[src/hdl/hdfg_pkg.sv]
// Package for the haptic drive frame generator.
// Holds the register map, reset values, report and command codes and the
// shared widths. No dependencies.
package hdfg_pkg;

   localparam int unsigned MAG_W    = 16;
   localparam int unsigned CEIL_W   = 11;
   localparam int unsigned FREQ_W   = 10;
   localparam int unsigned AMP_W    = 10;
   localparam int unsigned SEQ_W    = 4;
   localparam int unsigned FRAME_W  = 40;
   localparam int unsigned PROD_W   = MAG_W + CEIL_W;
   localparam int unsigned CSR_AW   = 4;
   localparam int unsigned CSR_DW   = 32;
   localparam int unsigned REQ_DW   = 32;
   localparam int unsigned RSP_DW   = 48;

   localparam logic [AMP_W-1:0]  AMP_MAX        = 10'd1023;
   localparam logic [1:0]        KIND_RESET     = 2'd1;
   localparam logic [FREQ_W-1:0] HIGH_FREQ_RESET = 10'h187;
   localparam logic [FREQ_W-1:0] LOW_FREQ_RESET  = 10'h112;
   localparam logic [CEIL_W-1:0] CEILING_RESET   = 11'd450;

   // register indexes (paddr[3:2])
   typedef enum logic [1:0] {
      REG_CONTROLLER_KIND   = 2'd0,
      REG_HIGH_BAND_FREQ    = 2'd1,
      REG_LOW_BAND_FREQ     = 2'd2,
      REG_AMPLITUDE_CEILING = 2'd3
   } reg_index_type;

   typedef enum logic [1:0] {
      CTRL_ONOFF  = 2'd0,
      CTRL_SINGLE = 2'd1,
      CTRL_DUAL   = 2'd2,
      CTRL_UNUSED = 2'd3
   } ctrl_kind_type;

   typedef enum logic [1:0] {
      RPT_NONE   = 2'd0,
      RPT_SINGLE = 2'd1,
      RPT_DUAL   = 2'd2,
      RPT_ONOFF  = 2'd3
   } report_kind_type;

   typedef enum logic [1:0] {
      CMD_OFF    = 2'd0,
      CMD_ON     = 2'd1,
      CMD_STOP   = 2'd2,
      CMD_UNUSED = 2'd3
   } onoff_cmd_type;

   typedef enum logic {
      MODE_SET  = 1'b0,
      MODE_TICK = 1'b1
   } item_mode_type;

endpackage

[src/hdl/haptic_drive_frame_generator.sv]
// Haptic drive frame generator: input register, one pass of update logic
// and an output register. Depends on hdfg_pkg.
//
// Usage:
//   req_ channel takes items. req_tuser is the mode: a set item latches new
//   strong/weak magnitudes, a tick item produces exactly one report on the
//   rsp_ channel. A set item produces nothing.
//   rsp_tuser carries the report kind (single frame, dual frame, on/off).
//   csr_ is an APB-style port with four registers at byte addresses 0, 4, 8
//   and 12: controller kind, high band frequency, low band frequency and
//   amplitude ceiling. Write them only while no item is in flight.
// Timing:
//   A tick reaches rsp_ through the input register, which loads at acceptance,
//   and then the output register, which loads once the output side is free. One
//   item per cycle is sustained while the output is not stalled; the single update
//   stage holds the sigma-delta accumulator and the amplitude multipliers, so that
//   stage sets the rate.
// Stall and reset:
//   While rsp_tready is low a waiting report holds; one more item sits in
//   the input register and set items keep draining past the stalled output.
//   Reset clears the sequence count, the levels and the accumulator and
//   loads the register defaults (single pair kind, 391, 274, 450).
module haptic_drive_frame_generator
   import hdfg_pkg::*;
(
   input  logic              clock,
   input  logic              reset,
   // request channel
   input  logic              req_tvalid,
   output logic              req_tready,
   input  logic [REQ_DW-1:0] req_tdata,   // heavy_mag[15:0], light_mag[31:16]
   input  logic              req_tuser,   // mode[0]
   // result channel
   output logic              rsp_tvalid,
   input  logic              rsp_tready,
   output logic [RSP_DW-1:0] rsp_tdata,   // sequence_tag[3:0], onoff_command[5:4],
                                          // haptic_frame[45:6], active[46], zero[47]
   output logic [1:0]        rsp_tuser,   // report_kind[1:0]
   // configuration port
   input  logic              csr_psel,
   input  logic              csr_penable,
   input  logic              csr_pwrite,
   input  logic [CSR_AW-1:0] csr_paddr,
   input  logic [CSR_DW-1:0] csr_pwdata,
   output logic [CSR_DW-1:0] csr_prdata,
   output logic              csr_pready
);

   // configuration
   logic [1:0]        ctrl_kind_ff;
   logic [FREQ_W-1:0] high_freq_ff;
   logic [FREQ_W-1:0] low_freq_ff;
   logic [CEIL_W-1:0] ceiling_ff;
   logic              csr_write;
   reg_index_type     csr_index;

   // input register
   logic              in_valid_ff, in_valid_in;
   logic              in_mode_ff;
   logic [MAG_W-1:0]  in_strong_ff, in_weak_ff;

   // state
   logic [SEQ_W-1:0]  seq_count_ff, seq_count_in;
   logic [MAG_W-1:0]  level_ff, level_in;
   logic [MAG_W-1:0]  error_ff, error_in;
   logic [AMP_W-1:0]  high_amp_ff, high_amp_in;
   logic [AMP_W-1:0]  low_amp_ff, low_amp_in;

   // output register
   logic              rsp_valid_ff, rsp_valid_in;
   report_kind_type   rsp_kind_ff, rsp_kind_in;
   logic [SEQ_W-1:0]  rsp_tag_ff;
   onoff_cmd_type     rsp_cmd_ff, rsp_cmd_in;
   logic [FRAME_W-1:0] rsp_frame_ff, rsp_frame_in;
   logic              rsp_active_ff, rsp_active_in;

   logic              advance;
   logic              out_load;
   logic              is_tick;
   logic [MAG_W-1:0]  weak_half;
   logic [PROD_W-1:0] prod_strong, prod_weak;
   logic [CEIL_W-1:0] scaled_strong, scaled_weak;

   // ---------------------------------------------------------------- csr
   assign csr_pready = 1'b1;
   assign csr_write  = csr_psel & csr_penable & csr_pwrite & csr_pready;
   assign csr_index  = reg_index_type'(csr_paddr[3:2]);

   always_comb begin
      case (csr_index)
         REG_CONTROLLER_KIND:   csr_prdata = {{(CSR_DW-2){1'b0}}, ctrl_kind_ff};
         REG_HIGH_BAND_FREQ:    csr_prdata = {{(CSR_DW-FREQ_W){1'b0}}, high_freq_ff};
         REG_LOW_BAND_FREQ:     csr_prdata = {{(CSR_DW-FREQ_W){1'b0}}, low_freq_ff};
         REG_AMPLITUDE_CEILING: csr_prdata = {{(CSR_DW-CEIL_W){1'b0}}, ceiling_ff};
         default:               csr_prdata = '0;
      endcase
   end

   always_ff @(posedge clock) begin
      if (reset) begin
         ctrl_kind_ff <= KIND_RESET;
         high_freq_ff <= HIGH_FREQ_RESET;
         low_freq_ff  <= LOW_FREQ_RESET;
         ceiling_ff   <= CEILING_RESET;
      end else if (csr_write) begin
         case (csr_index)
            REG_CONTROLLER_KIND:   ctrl_kind_ff <= csr_pwdata[1:0];
            REG_HIGH_BAND_FREQ:    high_freq_ff <= csr_pwdata[FREQ_W-1:0];
            REG_LOW_BAND_FREQ:     low_freq_ff  <= csr_pwdata[FREQ_W-1:0];
            REG_AMPLITUDE_CEILING: ceiling_ff   <= csr_pwdata[CEIL_W-1:0];
            default: ;
         endcase
      end
   end

   // ---------------------------------------------------------- handshake
   assign is_tick    = (in_mode_ff == MODE_TICK);
   // a set item never waits for the output side
   assign advance    = in_valid_ff & (~is_tick | ~rsp_valid_ff | rsp_tready);
   assign out_load   = advance & is_tick;
   assign req_tready = ~in_valid_ff | advance;

   always_comb begin
      if (req_tvalid && req_tready) begin
         in_valid_in = 1'b1;
      end else if (advance) begin
         in_valid_in = 1'b0;
      end else begin
         in_valid_in = in_valid_ff;
      end

      if (out_load) begin
         rsp_valid_in = 1'b1;
      end else if (rsp_tready) begin
         rsp_valid_in = 1'b0;
      end else begin
         rsp_valid_in = rsp_valid_ff;
      end
   end

   // --------------------------------------------------------- update pass
   assign weak_half     = in_weak_ff >> 1;
   assign prod_strong   = PROD_W'(in_strong_ff) * PROD_W'(ceiling_ff);
   assign prod_weak     = PROD_W'(in_weak_ff) * PROD_W'(ceiling_ff);
   assign scaled_strong = prod_strong[PROD_W-1:MAG_W];
   assign scaled_weak   = prod_weak[PROD_W-1:MAG_W];

   always_comb begin
      seq_count_in  = seq_count_ff;
      level_in      = level_ff;
      error_in      = error_ff;
      high_amp_in   = high_amp_ff;
      low_amp_in    = low_amp_ff;
      rsp_kind_in   = RPT_SINGLE;
      rsp_cmd_in    = CMD_OFF;
      rsp_frame_in  = '0;
      rsp_active_in = 1'b0;

      if (advance && !is_tick) begin
         if (ctrl_kind_type'(ctrl_kind_ff) == CTRL_ONOFF) begin
            level_in = (in_strong_ff > weak_half) ? in_strong_ff : weak_half;
         end else begin
            // saturate the scaled amplitude to ten bits
            high_amp_in = scaled_weak[CEIL_W-1] ? AMP_MAX : scaled_weak[AMP_W-1:0];
            low_amp_in  = scaled_strong[CEIL_W-1] ? AMP_MAX : scaled_strong[AMP_W-1:0];
         end
      end

      if (out_load) begin
         seq_count_in = seq_count_ff + SEQ_W'(1);
         case (ctrl_kind_type'(ctrl_kind_ff))
            CTRL_ONOFF: begin
               rsp_kind_in = RPT_ONOFF;
               if (level_ff == '0) begin
                  rsp_cmd_in = CMD_STOP;
                  error_in   = '0;
               end else if (error_ff < level_ff) begin
                  rsp_cmd_in    = CMD_ON;
                  error_in      = error_ff + ~level_ff;
                  rsp_active_in = 1'b1;
               end else begin
                  rsp_cmd_in    = CMD_OFF;
                  error_in      = error_ff - level_ff;
                  rsp_active_in = 1'b1;
               end
            end
            CTRL_DUAL: begin
               rsp_kind_in   = RPT_DUAL;
               rsp_frame_in  = {low_amp_ff, low_freq_ff, high_amp_ff, high_freq_ff};
               rsp_active_in = (high_amp_ff != '0) | (low_amp_ff != '0);
            end
            default: begin
               rsp_kind_in   = RPT_SINGLE;
               rsp_frame_in  = {low_amp_ff, low_freq_ff, high_amp_ff, high_freq_ff};
               rsp_active_in = (high_amp_ff != '0) | (low_amp_ff != '0);
            end
         endcase
      end
   end

   // ----------------------------------------------------------- registers
   always_ff @(posedge clock) begin
      if (reset) begin
         in_valid_ff  <= 1'b0;
         rsp_valid_ff <= 1'b0;
         seq_count_ff <= '0;
         level_ff     <= '0;
         error_ff     <= '0;
         high_amp_ff  <= '0;
         low_amp_ff   <= '0;
      end else begin
         in_valid_ff  <= in_valid_in;
         rsp_valid_ff <= rsp_valid_in;
         seq_count_ff <= seq_count_in;
         level_ff     <= level_in;
         error_ff     <= error_in;
         high_amp_ff  <= high_amp_in;
         low_amp_ff   <= low_amp_in;
      end
   end

   always_ff @(posedge clock) begin
      if (req_tvalid && req_tready) begin
         in_mode_ff   <= req_tuser;
         in_strong_ff <= req_tdata[MAG_W-1:0];
         in_weak_ff   <= req_tdata[2*MAG_W-1:MAG_W];
      end
      if (out_load) begin
         rsp_kind_ff   <= rsp_kind_in;
         rsp_tag_ff    <= seq_count_ff;
         rsp_cmd_ff    <= rsp_cmd_in;
         rsp_frame_ff  <= rsp_frame_in;
         rsp_active_ff <= rsp_active_in;
      end
   end

   assign rsp_tvalid = rsp_valid_ff;
   assign rsp_tuser  = rsp_kind_ff;
   assign rsp_tdata  = {1'b0, rsp_active_ff, rsp_frame_ff, rsp_cmd_ff, rsp_tag_ff};

   // ---------------------------------------------------------- assertions
   // the sequence count always runs one ahead of the report on show
   a_tag_follows_count: assert property (@(posedge clock) disable iff (reset)
      rsp_valid_ff |-> seq_count_ff == rsp_tag_ff + SEQ_W'(1))
      else $error("sequence count out of step with report tag");

   // on/off reports carry no frame
   a_onoff_no_frame: assert property (@(posedge clock) disable iff (reset)
      rsp_valid_ff && rsp_kind_ff == RPT_ONOFF |-> rsp_frame_ff == '0)
      else $error("frame bits set in on/off report");

   // an idle on/off report is always a stop
   a_idle_is_stop: assert property (@(posedge clock) disable iff (reset)
      rsp_valid_ff && rsp_kind_ff == RPT_ONOFF && !rsp_active_ff
         |-> rsp_cmd_ff == CMD_STOP)
      else $error("inactive on/off report without stop command");

   // a stop leaves the accumulator cleared
   a_stop_clears_error: assert property (@(posedge clock) disable iff (reset)
      out_load && rsp_cmd_in == CMD_STOP && rsp_kind_in == RPT_ONOFF
         |=> error_ff == '0)
      else $error("accumulator not cleared after stop");

endmodule
[config.mk]
export PLATFORM = sky130hd
export DESIGN_NAME = haptic_drive_frame_generator
export DESIGN_NICKNAME = d
export VERILOG_FILES = /design/src/hdl/hdfg_pkg.sv /design/src/hdl/haptic_drive_frame_generator.sv
export SDC_FILE = /design/constraint.sdc
export NUM_CORES = 1
export LEC_CHECK = 0
export BUFFER_PORTS_ARGS = -buffer_cell sky130_fd_sc_hd__buf_2
export CORE_UTILIZATION = 50
export CTS_BUF_LIST = sky130_fd_sc_hd__clkbuf_16
export DETAILED_ROUTE_END_ITERATION = 10
export PLACE_DENSITY = 0.75
export SYNTH_ARGS = -nofsm -noshare
export SYNTH_HDL_FRONTEND = slang
export SYNTH_SLANG_ARGS = --single-unit
export TNS_END_PERCENT = 30
[constraint.sdc]
create_clock -name clock -period 14.4 [get_ports clock]
set_clock_uncertainty 0.2 [all_clocks]
set_input_delay 2.88 -clock clock [delete_from_list [all_inputs] [get_ports clock]]
set_output_delay 2.88 -clock clock [all_outputs]
set_load 0.01 [all_outputs]
==> impl_metrics.csv <==
group,metric,value,unit
drt,vias,13400,
power_and_ir_drop,power.density,93.3,mW/mm²
yosys,synth_compound_area_share,8.01,%
power_and_ir_drop,switching_share,40.0,%
cts,numCtsBuffers,17,
drt,routedWlPerCell,17.6,µm
critical_path,cpMaxStageDelayCell,"nor2b_1",
critical_path,crit_chain,"buf_2 > nor2b_1 > a22o_1 > buf_2",
cts,clkTransAtPathRegs,0.08,ns
grt,use_met1,29.6,%
cells_and_area,nNetsFinal,2459,
yosys,synthMuxAreaShare,2.91,%
power_and_ir_drop,power_leakage,0.00944,µW
power_and_ir_drop,p_int,1110,µW
yosys,netlist_top_cells_area,"fa_1 (27%), edfxtp_1 (13%), ha_1 (11%)",
drt,drt_iter0_drc,733,
yosys,synthTopCellsByCount,"inv_1 (323), fa_1 (250), and2_1 (213)",
yosys,yosysSeqAreaShare,23.3,%
cts,cts_htree_levels,4,
cts,cts_resized,0,
cts,cts_tree,"built",
yosys,synth-edff-count,82,
critical_path,cpMostUsedCell,"buf_2",
yosys,synthXorXnorAreaFrac,1.80,%
floorplan,fp.dieW,194,µm
timing,relSlewSlack,19.0,%
cts,cts-root-buf,"clkbuf_16",
critical_path,critPathLaunchType,"primary input",
cts,cts_setup_buffers,0,
yosys,synth_top_family_by_area,"adder cells",
yosys,async_flop_share,0,%
grt,grt_overflow,0,
drt,drc,0,
critical_path,cp_max_fo,16,
placement,numPortBuffers,114,
yosys,avgSynthCellArea,9.55,µm²
grt,top_usage_layer,"met2",
power_and_ir_drop,seqPwrFrac,30.5,%
floorplan,io_pins,161,
critical_path,crit_buf_inv,2,
floorplan,core,0.0359,mm²
grt,antenna_found_initial,1,
floorplan,rows,69,
cells_and_area,areaGrowthSynthToFinish,7.93,%
yosys,ys_seq_elements,173,
critical_path,cp.arrival,4.12,ns
cts,cts-hold-fix-buffers,0,
power_and_ir_drop,power.switching,741,µW
yosys,synthCells,1927,
cells_and_area,nFillCells,3030,
flow_run,maxCapViolCount,0,
timing,period_minus_slack,7.20,ns
yosys,yosysMostFrequentCell,"inv_1",
power_and_ir_drop,clockPowerShare,25.7,%
grt,use_met2,42.2,%
grt,grt_pass1_vias,14000,
power_and_ir_drop,peakVddDrop,0.0828,mV
yosys,synth_fa_ha_area_share,37.9,%
floorplan,die_y,194,µm
critical_path,crit_type,"in2out",
critical_path,cpPeakStageDelay,0.54,ns
critical_path,cp-end-kind,"output port",
cts,clock_path_buffers,2,
yosys,yosys.area_share.simple,16.5,%
timing,slew_viol_final,0,
timing,tns,0,ns
timing,fin_crit_sh,50.0,%
cts,worstSkewPairLatency,0.45,ns
yosys,ys_types,61,
cts,clkSinkCount,173,
drt,drt_wl_total,43.0,mm
grt,grt_use_met3,3.57,%
timing,hold_violations,0,
critical_path,cp_top_family,"simple AND/OR/NAND/NOR gates",
drt,postRouteAntennaNets,0,
grt,grt_pass1_wl,71.6,mm
grt,grt_max_degree,81,
cells_and_area,final_cells,2451,
timing,rsz0062_at_grt,"false",
yosys,synth.top_cell.area_share,27.2,%
timing,final-setup-viol-count,0,
timing,fmax,139,MHz
worst_hold_path,min_path_type,"reg2reg",
yosys,synth_top_cell_by_area,"fa_1",
critical_path,required,11.32,ns
power_and_ir_drop,total_power,1850,µW
grt,grt_usage,23.9,%
outcome,outcome,"complete, no violations",
power_and_ir_drop,power_frac_comb,43.9,%
floorplan,dieArea,0.0376,mm²
drt,drt-pass1-iter-count,5,
cells_and_area,drive_above_1_share,9.45,%
cells_and_area,fin_util,55.3,%
floorplan,initial_core_util,51.2,%
timing,tightest_slew,1.21,ns
yosys,netlist_area,0.0184,mm²
placement,dp.cells,2418,
placement,dpl.hpwl,31.7,mm
placement,place_congestion,0.872,
drt,via_per_inst,5.46,
yosys,ys.warnings.count,0,
yosys,synthFlopType,"dfxtp_1",
layer usage:
| layer | wire length (µm) | vias to the layer above |
|---|---|---|
| li1 | - | 6189 |
| met1 | 17300 | 6690 |
| met2 | 21700 | 419 |
| met3 | 2630 | 84 |
| met4 | 1430 | 0 |
| met5 | 0 | - |
path summary, 6_finish.rpt:
check | to | cells past startpoint | slack (ns) | start
worst max-delay path | csr_prdata[5] | 4 | 7.20 | csr_paddr[2]
worst min-delay path | rsp_tag_ff[3] | 0 | 0.26 | seq_count_ff[3]
worst min register to register | rsp_tag_ff[3] | 0 | 0.26 | seq_count_ff[3]
worst max register to register | high_amp_ff[6] | 19 | 7.85 | ceiling_ff[2]
placed cells by master (no fill, tap or decap), types with 7 or more instances in the layout:
master     instances
buf_4             17
a21oi_1           45
nand4_1           10
o21ai_0           21
nand2_1          209
and2_1           212
a311oi_1           8
clkinv_8           7
a21o_1            28
edfxtp_1          82
clkbuf_16         17
nand3_1           10
inv_1            323
mux2_2             8
nor4_1             9
buf_2            114
a22o_1            16
ha_1             157
fa_1             250
a211o_1           13
a211oi_1          26
and3_1            11
nor2_1            91
xor2_1            15
conb_1            23
dfxtp_1           91
nor2b_1           16
mux2i_1           40
xnor2_1           21
sequential cells by signal, indices dropped and copies added (netlist names), 4 cells and up:
name,cells
rsp_frame_ff,40
in_strong_ff,16
level_ff,16
high_freq_ff,10
in_weak_ff,16
rsp_tag_ff,4
low_freq_ff,10
seq_count_ff,4
high_amp_ff,10
ceiling_ff,11
low_amp_ff,10
error_ff,16
per-stage QoR:
stage	hold slack (ns)	worst slack, ns	area, µm²
2_1_floorplan	0.228	7.32	18500
5_1_grt	0.273	7.14	19900
4_1_cts	0.263	7.25	19900
3_5_place_dp	0.237	7.26	19200
3_3_place_gp	0.237	7.26	19200
6_report	0.259	7.20	19900
cell families (layout without fill, tap and decap cells):
kind of cell | Yosys count | count (layout)
muxes | 50 | 50
xor gates and xnor gates | 37 | 37
other | 2 | 24
DFF | 173 | 173
AOI/OAI and AO/OA | 207 | 207
buffers and inverters | 445 | 486
adders and majority gates | 407 | 407
and+or+nand+nor | 606 | 606
worst reg2reg max path, stage by stage, from the launching register on:
cell and delay (ns):
dfxtp_1 0.36, buf_4 0.39, nand2_1 0.17, fa_1 0.52, fa_1 0.52, inv_1 0.05
fa_1 0.49, fa_1 0.49, inv_1 0.05, fa_1 0.47, inv_1 0.04, ha_1 0.28
a21o_1 0.18, a21o_1 0.17, a221oi_1 0.62, a31oi_1 0.18, nor2_1 0.21, a31oi_1 0.17
o211ai_1 0.66, a211oi_1 0.18
power by group through the flow:
stage	clock (µW)	combinational, µW	sequential, µW
2_1_floorplan	0	607	556
3_3_place_gp	0	783	575
3_5_place_dp	0	810	575
4_1_cts	481	820	564
5_1_grt	499	934	567
6_report	476	813	564
cell type report:
| class | instances | area (µm²) | area share (%) |
|---|---|---|---|
| diodes | 1 | 2.50 | 0.0126 |
| flip-flops and latches | 173 | 4280 | 21.6 |
| inverters | 323 | 1210 | 6.10 |
| multi-input cells | 1330 | 12500 | 62.7 |
| well taps | 461 | 577 | 2.90 |
| clock inverters | 15 | 206 | 1.04 |
| clock buffers | 17 | 425 | 2.14 |
| repair buffers | 131 | 698 | 3.51 |
(Power assumes the default switching activity.)
